## config.mk

```make
export PLATFORM = sky130hd
export DESIGN_NAME = session_access_guard
export DESIGN_NICKNAME = d
export VERILOG_FILES = /design/src/rtl/core/sag_pkg.sv /design/src/rtl/core/sag_policy.sv /design/src/rtl/core/session_access_guard.sv
export SDC_FILE = /design/constraint.sdc
export NUM_CORES = 1
export LEC_CHECK = 0
export BUFFER_PORTS_ARGS = -buffer_cell sky130_fd_sc_hd__buf_2
export CAP_MARGIN = 20
export CELL_PAD_IN_SITES_DETAIL_PLACEMENT = 1
export CELL_PAD_IN_SITES_GLOBAL_PLACEMENT = 1
export CORE_UTILIZATION = 34
export DETAILED_ROUTE_END_ITERATION = 10
export HOLD_SLACK_MARGIN = 0.1
export MAX_ROUTING_LAYER = met4
export PLACE_DENSITY = 0.66
export SETUP_SLACK_MARGIN = 0.15
export SKIP_LAST_GASP = 1
export SLEW_MARGIN = 25
export SYNTH_ARGS = -nofsm -noshare
export SYNTH_HDL_FRONTEND = slang
export SYNTH_SLANG_ARGS = --single-unit
```

## constraint.sdc

```tcl
create_clock -name clk -period 6.6 [get_ports clk]
set_clock_uncertainty 0.05 [all_clocks]
set_input_delay 0 -clock clk [delete_from_list [all_inputs] [get_ports clk]]
set_output_delay 0 -clock clk [all_outputs]
set_load 0.01 [all_outputs]
```

## src/rtl/core/sag_pkg.sv

```systemverilog
// sag_pkg: shared types and constants for the session access guard.
// Holds the time width, operation and result codes, and the state,
// configuration and item structs. No dependencies.
`timescale 1ns / 1ps

package sag_pkg;

  // Width of event and state time values, counted in seconds.
  localparam int TIME_W = 32;
  // Saturating counters (rate window and failed logins).
  localparam int CNT_W = 8;

  typedef logic [TIME_W-1:0] time_t;
  typedef logic [CNT_W-1:0]  cnt_t;

  localparam cnt_t CNT_MAX = '1;

  typedef enum logic [2:0] {
    OP_REGISTER = 3'd0,
    OP_LOGIN    = 3'd1,
    OP_WHOAMI   = 3'd2,
    OP_LOGOUT   = 3'd3,
    OP_UNKNOWN  = 3'd4,
    OP_EMPTY    = 3'd5
  } op_t;

  typedef enum logic [1:0] {
    ST_ADDED  = 2'd0,
    ST_EXISTS = 2'd1,
    ST_FAILED = 2'd2
  } store_t;

  typedef enum logic [4:0] {
    K_RATE_LIMITED  = 5'd0,
    K_EMPTY         = 5'd1,
    K_REG_USAGE     = 5'd2,
    K_BAD_NAME      = 5'd3,
    K_SHORT_PASS    = 5'd4,
    K_REGISTERED    = 5'd5,
    K_EXISTS        = 5'd6,
    K_STORE_FAIL    = 5'd7,
    K_LOGIN_USAGE   = 5'd8,
    K_LOCKED        = 5'd9,
    K_LOGIN_OK      = 5'd10,
    K_LOCKED_NOW    = 5'd11,
    K_BAD_CREDS     = 5'd12,
    K_AUTH_REQUIRED = 5'd13,
    K_WHOAMI_OK     = 5'd14,
    K_NOT_LOGGED_IN = 5'd15,
    K_LOGGED_OUT    = 5'd16,
    K_UNKNOWN       = 5'd17
  } kind_t;

  typedef enum logic [2:0] {
    CFG_RATE_MAX    = 3'd0,
    CFG_RATE_WINDOW = 3'd1,
    CFG_FAIL_LIMIT  = 3'd2,
    CFG_LOCKOUT     = 3'd3,
    CFG_SESS_TMO    = 3'd4
  } cfg_idx_t;

  typedef struct packed {
    logic [7:0]  rate_max;
    logic [15:0] rate_window;
    logic [7:0]  fail_limit;
    logic [15:0] lockout;
    logic [15:0] sess_tmo;
  } cfg_t;

  typedef struct packed {
    logic  session_on;
    time_t last_act;
    cnt_t  win_cnt;
    time_t win_start;   // zero: no window open yet
    cnt_t  fail_cnt;
    time_t lock_end;    // zero: not locked
  } state_t;

  typedef struct packed {
    logic [2:0] op;
    time_t      now;
    logic       args_complete;
    logic       name_ok;
    logic       pass_long_enough;
    logic [1:0] store_outcome;
    logic       credentials_ok;
  } item_t;

endpackage

```

## src/rtl/core/sag_policy.sv

```systemverilog
// sag_policy: combinational decision logic for one command event.
// Computes the result kind and the next session state from the current
// state, configuration and event. Depends on sag_pkg.
`timescale 1ns / 1ps

module sag_policy (
  input  sag_pkg::item_t  item,
  input  sag_pkg::state_t st,
  input  sag_pkg::cfg_t   cfg,
  output sag_pkg::state_t nxt,
  output sag_pkg::kind_t  kind
);

  function automatic sag_pkg::time_t elapsed(sag_pkg::time_t now_v, sag_pkg::time_t then_v);
    return (now_v >= then_v) ? (now_v - then_v) : '0;
  endfunction

  function automatic sag_pkg::cnt_t sat_inc(sag_pkg::cnt_t c);
    return (c == sag_pkg::CNT_MAX) ? sag_pkg::CNT_MAX : c + sag_pkg::cnt_t'(1);
  endfunction

  sag_pkg::time_t          win_el;
  sag_pkg::time_t          sess_el;
  logic                    new_win;
  sag_pkg::cnt_t           cnt_inc;
  logic                    admit;
  logic                    lock_set;
  logic                    lock_live;
  logic                    lock_expired;
  sag_pkg::cnt_t           fail_inc;
  logic [sag_pkg::TIME_W:0] lock_sum;
  sag_pkg::time_t          lock_new;

  always_comb begin
    win_el  = elapsed(item.now, st.win_start);
    sess_el = elapsed(item.now, st.last_act);
    new_win = (st.win_start == '0) ||
              (win_el > sag_pkg::TIME_W'(cfg.rate_window));
    cnt_inc = sat_inc(st.win_cnt);
    // first request of a window is always let through
    admit   = new_win || (cnt_inc <= cfg.rate_max);

    lock_set     = (st.lock_end != '0);
    lock_live    = lock_set && (item.now < st.lock_end);
    lock_expired = lock_set && !(item.now < st.lock_end);
    fail_inc     = sat_inc(lock_expired ? '0 : st.fail_cnt);

    // lockout end saturates at the largest time value
    lock_sum = {1'b0, item.now} + (sag_pkg::TIME_W + 1)'(cfg.lockout);
    lock_new = lock_sum[sag_pkg::TIME_W] ? '1 : lock_sum[sag_pkg::TIME_W-1:0];
  end

  always_comb begin
    nxt  = st;
    kind = sag_pkg::K_UNKNOWN;

    // rejected requests count against the window as well
    if (new_win) begin
      nxt.win_start = item.now;
      nxt.win_cnt   = sag_pkg::cnt_t'(1);
    end else begin
      nxt.win_cnt = cnt_inc;
    end

    if (!admit) begin
      kind = sag_pkg::K_RATE_LIMITED;
    end else begin
      unique case (item.op)
        sag_pkg::OP_REGISTER: begin
          if (!item.args_complete) begin
            kind = sag_pkg::K_REG_USAGE;
          end else if (!item.name_ok) begin
            kind = sag_pkg::K_BAD_NAME;
          end else if (!item.pass_long_enough) begin
            kind = sag_pkg::K_SHORT_PASS;
          end else if (item.store_outcome == sag_pkg::ST_ADDED) begin
            kind = sag_pkg::K_REGISTERED;
          end else if (item.store_outcome == sag_pkg::ST_EXISTS) begin
            kind = sag_pkg::K_EXISTS;
          end else begin
            kind = sag_pkg::K_STORE_FAIL;
          end
        end
        sag_pkg::OP_LOGIN: begin
          if (!item.args_complete) begin
            kind = sag_pkg::K_LOGIN_USAGE;
          end else if (lock_live) begin
            kind = sag_pkg::K_LOCKED;
          end else begin
            if (lock_expired) begin
              nxt.lock_end = '0;
              nxt.fail_cnt = '0;
            end
            if (item.credentials_ok) begin
              nxt.session_on = 1'b1;
              nxt.last_act   = item.now;
              nxt.fail_cnt   = '0;
              nxt.lock_end   = '0;
              kind           = sag_pkg::K_LOGIN_OK;
            end else begin
              nxt.fail_cnt = fail_inc;
              kind         = sag_pkg::K_BAD_CREDS;
              if (fail_inc >= cfg.fail_limit) begin
                if (lock_new != '0 && item.now < lock_new) begin
                  nxt.lock_end = lock_new;
                  kind         = sag_pkg::K_LOCKED_NOW;
                end else if (lock_new != '0) begin
                  // zero-length lockout is over at once
                  nxt.lock_end = '0;
                  nxt.fail_cnt = '0;
                end else begin
                  nxt.lock_end = '0;
                end
              end
            end
          end
        end
        sag_pkg::OP_WHOAMI: begin
          if (!st.session_on) begin
            kind = sag_pkg::K_AUTH_REQUIRED;
          end else if (sess_el > sag_pkg::TIME_W'(cfg.sess_tmo)) begin
            nxt.session_on = 1'b0;
            nxt.last_act   = '0;
            kind           = sag_pkg::K_AUTH_REQUIRED;
          end else begin
            nxt.last_act = item.now;
            kind         = sag_pkg::K_WHOAMI_OK;
          end
        end
        sag_pkg::OP_LOGOUT: begin
          if (!st.session_on) begin
            kind = sag_pkg::K_NOT_LOGGED_IN;
          end else begin
            nxt.session_on = 1'b0;
            nxt.last_act   = '0;
            kind           = sag_pkg::K_LOGGED_OUT;
          end
        end
        sag_pkg::OP_EMPTY: begin
          kind = sag_pkg::K_EMPTY;
        end
        default: begin
          kind = sag_pkg::K_UNKNOWN;
        end
      endcase
    end
  end

endmodule

```

## src/rtl/core/session_access_guard.sv

```systemverilog
// session_access_guard: top level of the per-connection access guard.
// Input register, sag_policy decision logic, session state and result
// register. Depends on sag_pkg and sag_policy.
`timescale 1ns / 1ps

// Usage
//   Slave stream (s_*): one command event per transaction. Master stream
//   (m_*): one result per event, in event order.
//   Config port: cfg_wen writes cfg_wdata into register cfg_idx
//   (0 rate max, 1 rate window, 2 fail limit, 3 lockout, 4 session
//   timeout). Write only while no event is in flight.
// Timing
//   An accepted event is held in the input register, decided
//   combinationally and lands in the result register, which drives
//   m_tvalid. The state update is done at the same edge as that load,
//   so the next event sees it with no bubble; while m_tready is high,
//   one event per cycle is sustained, limited by the single decision stage.
// Stall
//   While m_tready is low the result holds, and one more event may wait
//   in the input register; s_tready then drops until m_tready returns.
// Reset
//   rst (synchronous) empties both registers, clears the session, rate
//   and lockout state and loads the default configuration
//   (5 requests, 10 s window, 3 failures, 30 s lockout, 300 s timeout).
module session_access_guard (
  input  logic        clk,
  input  logic        rst,
  // [2:0] op, [34:3] now_seconds, [35] args_complete, [36] name_ok,
  // [37] pass_long_enough, [39:38] store_outcome, [40] credentials_ok
  input  logic [47:0] s_tdata,
  input  logic        s_tvalid,
  output logic        s_tready,
  // [4:0] result_kind, [5] logged_in_now
  output logic [7:0]  m_tdata,
  output logic        m_tvalid,
  input  logic        m_tready,
  input  logic        cfg_wen,
  input  logic [2:0]  cfg_idx,
  input  logic [15:0] cfg_wdata
);

  logic            in_vld;
  sag_pkg::item_t  in_item;
  logic            out_vld;
  sag_pkg::kind_t  out_kind;
  logic            out_li;
  sag_pkg::state_t st;
  sag_pkg::state_t st_next;
  sag_pkg::kind_t  kind;
  sag_pkg::cfg_t   cfg;
  logic            fire;

  // decide the held event when the result register is free
  assign fire     = in_vld && (!out_vld || m_tready);
  assign s_tready = !in_vld || fire;
  assign m_tvalid = out_vld;
  assign m_tdata  = {2'b00, out_li, out_kind};

  sag_policy u_policy (
    .item (in_item),
    .st   (st),
    .cfg  (cfg),
    .nxt  (st_next),
    .kind (kind)
  );

  // input register
  always_ff @(posedge clk) begin
    if (rst) begin
      in_vld <= 1'b0;
    end else if (s_tvalid && s_tready) begin
      in_vld <= 1'b1;
    end else if (fire) begin
      in_vld <= 1'b0;
    end
    if (s_tvalid && s_tready) begin
      in_item.op               <= s_tdata[2:0];
      in_item.now              <= sag_pkg::TIME_W'(s_tdata[34:3]);
      in_item.args_complete    <= s_tdata[35];
      in_item.name_ok          <= s_tdata[36];
      in_item.pass_long_enough <= s_tdata[37];
      in_item.store_outcome    <= s_tdata[39:38];
      in_item.credentials_ok   <= s_tdata[40];
    end
  end

  // session state and result register
  always_ff @(posedge clk) begin
    if (rst) begin
      st      <= '0;
      out_vld <= 1'b0;
    end else begin
      if (fire) begin
        st      <= st_next;
        out_vld <= 1'b1;
      end else if (m_tready) begin
        out_vld <= 1'b0;
      end
    end
    if (fire) begin
      out_kind <= kind;
      out_li   <= st_next.session_on;
    end
  end

  // configuration registers
  always_ff @(posedge clk) begin
    if (rst) begin
      cfg.rate_max    <= 8'd5;
      cfg.rate_window <= 16'd10;
      cfg.fail_limit  <= 8'd3;
      cfg.lockout     <= 16'd30;
      cfg.sess_tmo    <= 16'd300;
    end else if (cfg_wen) begin
      unique case (cfg_idx)
        sag_pkg::CFG_RATE_MAX:    cfg.rate_max    <= cfg_wdata[7:0];
        sag_pkg::CFG_RATE_WINDOW: cfg.rate_window <= cfg_wdata;
        sag_pkg::CFG_FAIL_LIMIT:  cfg.fail_limit  <= cfg_wdata[7:0];
        sag_pkg::CFG_LOCKOUT:     cfg.lockout     <= cfg_wdata;
        sag_pkg::CFG_SESS_TMO:    cfg.sess_tmo    <= cfg_wdata;
        default: begin
        end
      endcase
    end
  end

  // a logged-out session never keeps an activity time
  a_idle_no_activity: assert property (@(posedge clk) disable iff (rst)
    !st.session_on |-> (st.last_act == '0))
    else $error("last activity time set while logged out");

  // an open rate window always has a nonzero count
  a_window_count: assert property (@(posedge clk) disable iff (rst)
    (st.win_start != '0) |-> (st.win_cnt != '0))
    else $error("rate window open with zero count");

  // login success leaves the session logged in
  a_login_flag: assert property (@(posedge clk) disable iff (rst)
    (out_vld && out_kind == sag_pkg::K_LOGIN_OK) |-> out_li)
    else $error("login ok reported without session");

  // results that report no session must show the flag low
  a_no_session_flag: assert property (@(posedge clk) disable iff (rst)
    (out_vld && (out_kind == sag_pkg::K_LOGGED_OUT ||
                 out_kind == sag_pkg::K_NOT_LOGGED_IN ||
                 out_kind == sag_pkg::K_AUTH_REQUIRED)) |-> !out_li)
    else $error("session flag high on a no-session result");

  // a waiting event and a stalled result close the input side
  a_backpressure: assert property (@(posedge clk) disable iff (rst)
    (in_vld && out_vld && !m_tready) |-> !s_tready)
    else $error("input accepted while both stages are full");

endmodule

```

==> results.tsv <==
metric	value	unit
status	complete, no violations	
worst-path-max-fanout	32	
synth.area.top_cells	dfxtp_1 21%, ha_1 13%, edfxtp_1 8.2%	
reg2reg_from	in_item[12]$_DFFE_PP_	
cts-root-buf	clkbuf_16	
grt_pass1_wl	98200	um
maxUsedRoutingLayer	met4	
synth_seq_area_share	0.289	
end_kind	flop	
ff_latch_area	0.00499	mm^2
ff2ff_path_depth	24	
fillers	6025	
grt_setup_unrepaired	no	
io_buffers	72	
ys.flop_type	dfxtp_1	
finalNetCount	2554	
wl_met3	2300	um
antenna-diode-count	0	
worstSetupPathType	reg -> reg	
syn_avg_cell_area	8.10	um^2
cts_buffers	29	
hold_class	in -> reg	
synth_top_area_cell	dfxtp_1	
gr-total-overflow	0	
wl_per_cell	21.3	um
startpoint_type	flop	
drtIter0Drc	1040	
min_to	in_item[11]$_DFFE_PP_	
hold_depth	2	
firstDrtPassIters	5	
powerDensity	203	mW/mm^2
cts_sinks	226	
tns	0	ns
multi_input_area	0.0112	mm^2
detail-route-antenna-nets	0	
place_area	0.0184	mm^2
synth_cells	2132	
start_util	0.344	
fin_crit_sh	0.938	
synth_top_area_frac	0.207	
grt_pass1_vias	17300	
worst_pin_slew	1.05	ns
vias	16700	
wl	63700	um
peakVddDrop	0.211	mV
final_area	0.0206	mm^2
finalPower	4.19	mW
min-delay-start	s_tdata[8]	
cp_data_required_time	7.02	ns
setup-violations-final	0	
routed_via_density	5.58	
synth_common_cells	248 x nand2_1, 179 x dfxtp_1, 176 x ha_1	
post-dp-hpwl	48300	um
synthArstFlopShare	0	
drc	0	
die_y	227	um
design.core.area	0.0502	mm^2
insertion_delay	0.59	ns
crit_arrival	6.61	ns
cp_slowest_stage_delay	0.57	ns
cts_buffer_depth	3	
slew_violations	0	
max_freq	0.161	GHz
antenna_found_initial	2	
met2_length	29900	um
syn-cell-area	0.0173	mm^2
hold_viol_final	0	
timing.rr.end	st[95]$_SDFFE_PP0P_	
period_needed	6.19	ns
p_leak	7.99	nW
chipWidth	227	um
worst_path_max_delay_cell	or4_1	
cp_cell_sequence	buf_4 > ha_1 > nand2_1 > a211oi_1 > or2_1 > a221o_1 > o21ai_1 > o2bb2ai_1 > buf_12 > a21oi_1 > ha_1 > and4_1 > nand4_1 > or4_1 > nand2_1 > o21ai_0 > a31o_2 > nor2_1 > a31oi_2 > buf_4 > o21ai_2 > a2111oi_4 > buf_12 > a22o_1	
rows	82	
ys_ff_latch	226	
grt_max_degree	65	
reg2reg_slack	0.41	ns
cts_tree	built	
yosysWarnings	0	
ctsHtreeMaxLevel	1	
syn_to_final_growth	19.5	%
timing.slew.headroom	0.292	
synth_most_common_cell	nand2_1	
routabilityCongestion	0.918	
clk_pin_slew	0.06	ns
ys_types	107	
grt_usage	0.252	
dieArea	0.0517	mm^2
synth_edf_count	47	
wl_met1	29400	um
num_io_pins	82	
drive_gt1_frac	0.105	
cap_violations	0	
sequential cells by signal, indices dropped and copies added (netlist names):
signal and cells:
in_vld 1, out_kind 5, in_item 41, out_li 1, cfg 64, m_tvalid 1
st 113
through the flow:
stage / hold slack [ns] / cells / setup slack [ns] / utilization
final: 0.148 / 2995 / 0.407 / 0.411
after floorplan: 0.0489 / 2133 / 1.09 / -
after global routing: 0.149 / 2995 / 0.166 / 0.411
after global placement: 0.127 / 2826 / 0.483 / 0.368
after CTS: 0.103 / 2988 / 0.271 / 0.409
after detailed placement: 0.129 / 2826 / 0.289 / 0.368
logic make-up (layout without fill, tap and decap cells):
group           Yosys count  in the layout  synth area share
compound gates          609            609             0.246
xor+xnor                 64             64            0.0325
fa+ha+maj               179            179             0.131
buf+inv                 282            472            0.0685
flops                   226            226             0.289
mux                      44             44            0.0257
other cells               1              2          0.000217
simple gates            727            727             0.207
cell type report:
type	count	share of cell area
clock buffers	38	0.0383
clock inverters	13	0.00746
inverters	173	0.0315
multi-input cells	1625	0.541
flip-flops and latches	226	0.242
well taps	672	0.0408
repair buffers	248	0.0990
placed cells by master, fill, tap and decap left out, drive strengths merged, types with 17 or more instances in the layout:
cell | Yosys | routed
o21a | 28 | 28
edfxtp | 47 | 47
mux2i | 41 | 41
inv | 173 | 174
xnor2 | 37 | 37
nand2 | 248 | 248
o2bb2ai | 25 | 25
xor2 | 27 | 27
nor2 | 157 | 157
o21ai | 90 | 90
nor2b | 21 | 21
and2 | 17 | 17
nor4 | 34 | 34
nand4 | 38 | 38
dfxtp | 179 | 179
clkbuf | 63 | 39
buf | 46 | 136
nand2b | 24 | 24
and3 | 25 | 25
a21oi | 176 | 176
a21o | 46 | 46
a211oi | 20 | 20
a31oi | 24 | 24
nor3 | 37 | 37
ha | 176 | 176
dlygate4sd3 | 0 | 111
nand3 | 54 | 54
a22o | 51 | 51
o211ai | 22 | 22
how the worst max path moves through the flow:
stage / startpoint / end / slack, ns / depth (start not counted)
after floorplan: in_item[33]$_DFFE_PP_ / st[12]$_SDFFE_PP0P_ / 1.09 / 29
after global placement: in_item[12]$_DFFE_PP_ / st[81]$_SDFFE_PP0P_ / 0.48 / 24
after detailed placement: in_item[31]$_DFFE_PP_ / st[22]$_SDFFE_PP0P_ / 0.29 / 29
after CTS: in_item[31]$_DFFE_PP_ / st[21]$_SDFFE_PP0P_ / 0.27 / 29
after global routing: in_item[12]$_DFFE_PP_ / st[103]$_SDFFE_PP0P_ / 0.17 / 24
final: in_item[12]$_DFFE_PP_ / st[95]$_SDFFE_PP0P_ / 0.41 / 24
metal layers:
| layer | global-route usage | vias up |
|---|---|---|
| li1 | - | 8103 |
| met2 | 0.418 | 294 |
| met3 | 0.0272 | 96 |
| met5 | - | - |
| met4 | 0.0801 | 0 |
| met1 | 0.318 | 8207 |
worst max-delay path, delay by kind of cell, from the launching register on:
kind | cells | cell delay [ns]
adder cells (fa/ha/maj) | 2 | 0.51
flip-flops | 1 | 0.55
AO/OA/AOI/OAI | 11 | 2.42
buffers and inverters | 4 | 0.93
AND/OR/NAND/NOR | 7 | 1.57
power by group:
| group | internal [mW] | switching (mW) | total [mW] |
|---|---|---|---|
| Combinational | 0.434 | 0.645 | 1.08 |
| Clock | 0.954 | 0.654 | 1.61 |
| Sequential | 1.46 | 0.0483 | 1.51 |
what timing repair did:
item,4_1_cts,5_1_grt
hold buffers,111,0
buffers inserted,0,6
hold endpoints to repair,116,0
gates resized for setup,0,12
endpoints found under the setup margin,0,64
No activity file was read; power rests on OpenSTA's default activity.
